<file path="config.mk">
export PLATFORM = sky130hd
export DESIGN_NAME = kst_front
export DESIGN_NICKNAME = d
export VERILOG_FILES = /design/src/hw/rtl/kst_pkg.sv /design/src/hw/rtl/kst_front.sv
export SDC_FILE = /design/constraint.sdc
export NUM_CORES = 1
export LEC_CHECK = 0
export BUFFER_PORTS_ARGS = -buffer_cell sky130_fd_sc_hd__buf_2
export CAP_MARGIN = 30
export CORE_MARGIN = 1
export CORE_UTILIZATION = 52
export DETAILED_ROUTE_END_ITERATION = 6
export HOLD_SLACK_MARGIN = 0.1
export PLACE_DENSITY = 0.78
export RECOVER_POWER = 25
export SYNTH_ARGS = -nofsm -noshare
export SYNTH_HDL_FRONTEND = slang
export SYNTH_SLANG_ARGS = --single-unit
</file>
<file path="constraint.sdc">
create_clock -name clk -period 2.9 [get_ports clk]
set_input_delay 0.145 -clock clk [delete_from_list [all_inputs] [get_ports clk]]
set_output_delay 0.145 -clock clk [all_outputs]
set_load 0.005 [all_outputs]
</file>
<file path="src/hw/rtl/kst_pkg.sv">
`timescale 1ns / 1ps
`default_nettype none
// ----------------------------------------------------------------------------
// kst_pkg
// Shared constants, codes and types of the keysym to scancode translator.
// ----------------------------------------------------------------------------
package kst_pkg;

  localparam int DIRECT_SYMBOLS_DEF = 512;
  localparam int EXTRA_ENTRIES_DEF  = 256;
  localparam int LOCK_RANGES_DEF    = 8;

  localparam logic [31:0] SYM_SHIFT_L   = 32'h0000_FFE1;
  localparam logic [31:0] SYM_SHIFT_R   = 32'h0000_FFE2;
  localparam logic [31:0] SYM_NUM_LOCK  = 32'h0000_FF7F;
  localparam logic [31:0] SYM_CAPS_LOCK = 32'h0000_FFE5;
  localparam logic [31:0] SYM_UPPER_A   = 32'h0000_0041;
  localparam logic [31:0] SYM_UPPER_Z   = 32'h0000_005A;

  localparam logic [7:0]  CODE_GREY    = 8'h80;
  localparam logic [7:0]  CODE_PREFIX  = 8'hE0;
  localparam logic [7:0]  CODE_KEYMASK = 8'h7F;
  localparam logic [7:0]  CODE_UP      = 8'h80;
  localparam logic [15:0] CODE_NONE    = 16'hFFFF;
  localparam logic [31:0] SYM_MAX      = 32'hFFFF_FFFF;

  localparam logic [1:0] OP_KEY   = 2'd0;
  localparam logic [1:0] OP_MAP   = 2'd1;
  localparam logic [1:0] OP_RANGE = 2'd2;
  localparam logic [1:0] OP_NONE  = 2'd3;

  localparam logic [1:0] KIND_BYTE = 2'd0;
  localparam logic [1:0] KIND_OK   = 2'd1;
  localparam logic [1:0] KIND_FULL = 2'd2;

  // queued command between front and back
  typedef struct packed {
    logic [1:0]  opcode;
    logic [31:0] key_symbol;
    logic        key_down;
    logic [15:0] table_code;
  } cmd_t;

  typedef enum logic [3:0] {
    ST_CLEAR,
    ST_IDLE,
    ST_DMAP_RD,
    ST_XSCAN,
    ST_XWAIT,
    ST_RSCAN,
    ST_DECIDE,
    ST_LOOK,
    ST_LOOK_WAIT,
    ST_EMIT,
    ST_DONE
  } back_state_t;

endpackage
`default_nettype wire

</file>
<file path="src/hw/rtl/kst_front.sv">
`timescale 1ns / 1ps
`default_nettype none
// ----------------------------------------------------------------------------
// kst_front
// Input stage and two-entry command queue toward the back end.
// ----------------------------------------------------------------------------
module kst_front (
  input  wire logic          clk,
  input  wire logic          rst_n,
  input  wire logic          in_valid,
  output logic               in_stall,
  input  wire logic [1:0]    in_opcode,
  input  wire logic [31:0]   in_key_symbol,
  input  wire logic          in_key_down,
  input  wire logic [15:0]   in_table_code,
  output logic               q_valid,
  output kst_pkg::cmd_t      q_cmd,
  input  wire logic          q_take
);

  kst_pkg::cmd_t q_mem_r [2];
  logic          wp_r, wp_nxt, rp_r, rp_nxt;
  logic [1:0]    cnt_r, cnt_nxt;
  logic          push;
  kst_pkg::cmd_t in_cmd;

  // drop unused opcodes at the door: they cause nothing
  assign in_stall = (cnt_r == 2'd2);
  assign push     = in_valid && !in_stall && (in_opcode != kst_pkg::OP_NONE);
  assign q_valid  = (cnt_r != 2'd0);
  assign q_cmd    = q_mem_r[rp_r];

  always_comb begin
    in_cmd.opcode     = in_opcode;
    in_cmd.key_symbol = in_key_symbol;
    in_cmd.key_down   = in_key_down;
    in_cmd.table_code = in_table_code;
    wp_nxt  = wp_r ^ push;
    rp_nxt  = rp_r ^ (q_take && q_valid);
    cnt_nxt = cnt_r + {1'b0, push} - {1'b0, q_take && q_valid};
  end

  // advance pointers
  always_ff @(posedge clk) begin
    if (!rst_n) begin
      wp_r  <= 1'b0;
      rp_r  <= 1'b0;
      cnt_r <= 2'd0;
    end else begin
      wp_r  <= wp_nxt;
      rp_r  <= rp_nxt;
      cnt_r <= cnt_nxt;
    end
  end

  // hold queued commands
  always_ff @(posedge clk) begin
    if (push) q_mem_r[wp_r] <= in_cmd;
  end

`ifndef SYNTH
  a_no_overflow: assert property (@(posedge clk) disable iff (!rst_n)
    cnt_r == 2'd2 |-> !push) else $error("queue overflow");
  a_cnt_range: assert property (@(posedge clk) disable iff (!rst_n)
    cnt_r != 2'd3) else $error("queue count out of range");
  a_take_valid: assert property (@(posedge clk) disable iff (!rst_n)
    q_take |-> q_valid) else $error("take from empty queue");
`endif

endmodule
`default_nettype wire

</file>
# Word-level counts from Yosys, hierarchy flattened
# Memory sizes are Yosys's and may differ from the RTL's. A register that Yosys moved wholly into a read port is not among the register bits.
# Cells that the tools add are included.
# Widths: inputs -> output; s select.
# word_totals
register_bits	4
mem_bits_rw	102
inputBits	55
output_inout_bits	53
memories	1
# memory_table
memory	words	width	rd	rd_ports_with_merged_regs	wr	line_no	rtl
q_mem_r	2	51	1	1	1	kst_front.sv:21	kst_pkg::cmd_t q_mem_r [2];
# classes
n_addsub	2
n_eq_ne	2
mux	3
bitwise_logic	2
n_reduce_logical	5
# ops
operator	n
$logic_and 1x1->1	3
$mux 1	3
$add 2x1->2	1
$eq 2x2->1 const B	1
$ne 2x2->1 const B	1
$reduce_bool 2->1	1
$sub 2x1->2	1
$xor 1x1->1	2
$logic_not 1->1	1

# Longest topological paths before layout
# logic_depth
depth_word	6
depth_mapped	7
ltp_nobuf	7

# Least setup slack after synthesis
# OpenSTA, ideal clock, no wires.
# synth_timing
path_kind	flip-flop to flip-flop
start	register cnt_r[1]
end	memory q_mem_r[1][0] (netlist name) (enable)
setup_time_ps	414
t_arrival_ps	1912
path_slack_ps	574
stages_incl_launch_ff	4
path_buffers	0
synth_period_minus_slack_ps	2326
cell_sequence	dfxtp_1 or2b_1 and3_1 ha_1
# synth_between
elab_chain_len	6
# synth_lines
element	line_no	rtl
from (decl)	kst_front.sv:23	logic [1:0] cnt_r, cnt_nxt;
from (signal assigned)	kst_front.sv:52	cnt_r <= cnt_nxt;
$eq 2x2->1	kst_front.sv:28	assign in_stall = (cnt_r == 2'd2);
$logic_not 1->1	kst_front.sv:29	assign push = in_valid && !in_stall && (in_opcode != kst_pkg::OP_NONE);
$logic_and 1x1->1 (2 in a row)	kst_front.sv:29	
$mux 1	kst_front.sv:58	if (push) q_mem_r[wp_r] <= in_cmd;
$mux 1 (implied by the code)	kst_front.sv:58	
to (decl)	kst_front.sv:21	
# Every way passes these cells.

# Worst setup path after layout
# layout_timing
start	input in_opcode[0]
end	memory q_mem_r[1][39] (netlist name) (enable)
# layout_between
elab_chain_len	4
# layout_lines
element	line_no	rtl
from (decl)	kst_front.sv:12	input wire logic [1:0] in_opcode,
$ne 2x2->1	kst_front.sv:29	
$logic_and 1x1->1	kst_front.sv:29	
$mux 1	kst_front.sv:58	
$mux 1 (implied by the code)	kst_front.sv:58	
# Every way passes these cells.

==> metrics.cfg <==
[placement]
dpl_cell_area_sq_um=4820
port_buffers=107
gp_congestion=0.683
post-place-ws_ps=939
hpwl_um=4320
placed_cells=393

[grt]
antenna_found_initial=0
grt-ovfl-total=0
grt_max_degree=29
track_usage_pct=17.4
grt_pass1_wl_um=10800
grt_pass1_vias=2306

[status]
outcome=complete, no violations

[worst_setup_path]
startpoint_type=primary input
path_buf_inv=3
critPathKind=primary input to register
reg2reg_slack_ps=980
required_ps=2950
r2r-end=q_mem_r[1][39]
cp_top_family=buffers and inverters
worstPathArrival_ps=1990
timing.rr.start=cnt_r[1]
r2r_cells=4
path_cells=dlygate4sd3_1 -> buf_2 -> nand2_1 -> and3_1 -> ha_2 -> buf_4
crit_path_end_kind=register
slowest_delay_ps=530
crit_fanout=22
critical-path-slowest-cell=dlygate4sd3_1

[timing]
whs_ps=193
slew_headroom_pct=64.9
fin_crit_sh_pct=66.8
clock_skew_ps=9.98
fin_crit_ps=1940
finalSetupTns_ps=0
layout_setup_ws_ps=963
max_freq_mhz=516
rsz0062_at_grt=false
slew_violations=0
hold_viol=0
worst_pin_slew_ps=526
finalSetupViolCount=0

[worst_hold_path]
min_from=q_take
hold_depth=3
hold_path_class=primary input to register

[drt]
first_pass_iters=4
wl_per_cell_um=14.9
routed_wirelength_um=6880
remaining_drc_errors=0
vias=2168
postRouteAntennaNets=0
vias_per_cell=4.70
drtIter0Drc=82

[clocking]
cts_buffer_depth=2
clock_tree.root_cell=clkbuf_8
path_clk_slew_ps=90
cts_tree=built
clk_latency_ps=360
cts_max_level=3
clock_sinks=107
cts_made_buffers=9

[logic_synthesis]
postSynthCellCount=185
synth_seq_area_share_pct=75.2
yosysWarnings=0
synth_top_area_share_pct=72.8
ys_seq_elements=107
syn-cell-area_sq_um=4210
synth_area_leaders=edfxtp_1 (73%), mux2_4 (18%), buf_12 (2.4%)
synth_cell_types=19
synth_top_area_cell=edfxtp_1
syn_nets=244
syn_area_per_cell_sq_um=22.7

[cells_and_area]
final_area_sq_um=5520
layout-drive-gt1-share_pct=44.3
syn_to_final_growth_pct=31.3
final_cells=461
antennaDiodeCount=0
fill_cells=524
fin_util_pct=71.1
multi_input_area_sq_um=925
finalNetCount=413
regArea_sq_um=3170

[floorplanning]
row_count=32
coreArea_sq_um=7770
io-pin-count=108
dieArea_sq_um=8450
die-height_um=91.9
start_util_pct=54.1
die_w_um=91.9

[pwr]
static-leakage-power_nw=2.16
ir_drop_mv=0.390
fin_total_pwr_mw=3.89
power_density_nw_per_um2=704

[run]
drv_cap=0

## what timing repair did
action / CTS / global route
gates resized for setup: 0 / 0
hold buffers: 52 / 0
endpoints found under the hold margin: 107 / 0
setup buffers: 0 / 0
## cells by family (layout without fill, tap and decap cells)
kind of cell / after synthesis / count (layout) / synth area share [%]
multiplexers: 53 / 53 / 18.6
XOR/XNOR: 1 / 1 / 0.536
AND/OR/NAND/NOR: 10 / 10 / 1.37
AO/OA/AOI/OAI: 1 / 1 / 0.179
flip-flops: 107 / 107 / 75.2
adder cells (fa/ha/maj): 4 / 4 / 1.19
buffers and inverters: 9 / 183 / 2.92
## synthesized netlist by cell type
library cell and number:
edfxtp_1 102, or2b_1 1, buf_6 1, dfxtp_1 5, nand2b_1 1, nor2b_1 2
and2_1 1, or2_2 1, and3_1 1, mux2i_1 2, nand2_1 2, ha_1 4
mux2_4 50, buf_12 5, nand3_1 1, mux2_2 1, inv_1 3, o21a_1 1
xnor3_1 1
## worst min-delay path: cells and delay by family
family / cells / cell delay (ps)
buffers and inverters: 1 / 80
muxes: 1 / 90
AOI/OAI and AO/OA: 1 / 200
## metal layers
metal  part of all wire, %  up-vias  track usage, %
met5                     0        -               0
met4                   1.6        0            7.03
met3                   5.8        9            4.64
met2                    53       72            30.7
li1                      -     1051               -
met1                    40     1036            20.3
## flip-flops by register name, indices dropped and copies added (netlist names), named ones only
signal,count
q_mem_r,102
cnt_r,2
wp_r,1
rp_r,1
## cell usage in the layout (no fill, tap or decap)
master,Yosys,final
and2_1,1,1
and3_1,1,1
buf_1,0,1
buf_12,5,1
buf_2,0,83
buf_4,0,4
bufinv_16,0,2
clkbuf_1,0,22
clkbuf_2,0,1
clkbuf_8,0,9
clkinv_1,0,1
clkinv_2,0,2
clkinv_4,0,1
dfxtp_1,5,4
dfxtp_4,0,1
dlygate4sd3_1,0,52
edfxtp_1,102,102
ha_1,4,2
ha_2,0,2
inv_1,3,3
inv_6,0,1
mux2_2,1,1
mux2_4,50,50
mux2i_1,2,2
nand2_1,2,2
nand2b_1,1,1
nand3_1,1,1
nor2b_1,2,2
o21a_1,1,1
or2_2,1,1
or2b_1,1,1
xnor3_1,1,1
## where the power goes
part | switching (mW) | leakage (nW) | total, mW | internal [mW]
combinational | 0.360 | 1.06 | 0.937 | 0.577
clock | 0.473 | 0.111 | 0.958 | 0.485
sequential | 0.0990 | 0.986 | 1.99 | 1.89
total | 0.933 | 2.16 | 3.89 | 2.95
## how the worst max path moves through the flow
stage / start / slack (ps) / to / cells past startpoint
6_report: in_opcode[0] / 960 / q_mem_r[1][39] / 6
5_1_grt: cnt_r[0] / 820 / q_mem_r[1][39] / 4
4_1_cts: register / 920 / q_cmd[24] / 3
3_5_place_dp: cnt_r[1] / 940 / q_mem_r[1][44] / 4
3_3_place_gp: cnt_r[1] / 1000 / q_mem_r[1][44] / 4
2_1_floorplan: cnt_r[1] / 570 / q_mem_r[1][0] / 3
## cell type report
class	count	share of cell area [%]
clock buffer	9	2.24
tap	102	2.31
inverter	3	0.204
sequential	107	57.3
multi-input combinational	69	16.7
timing repair buffer	164	19.5
clock inverter	7	1.65
No activity file was read; power rests on OpenSTA's default activity.
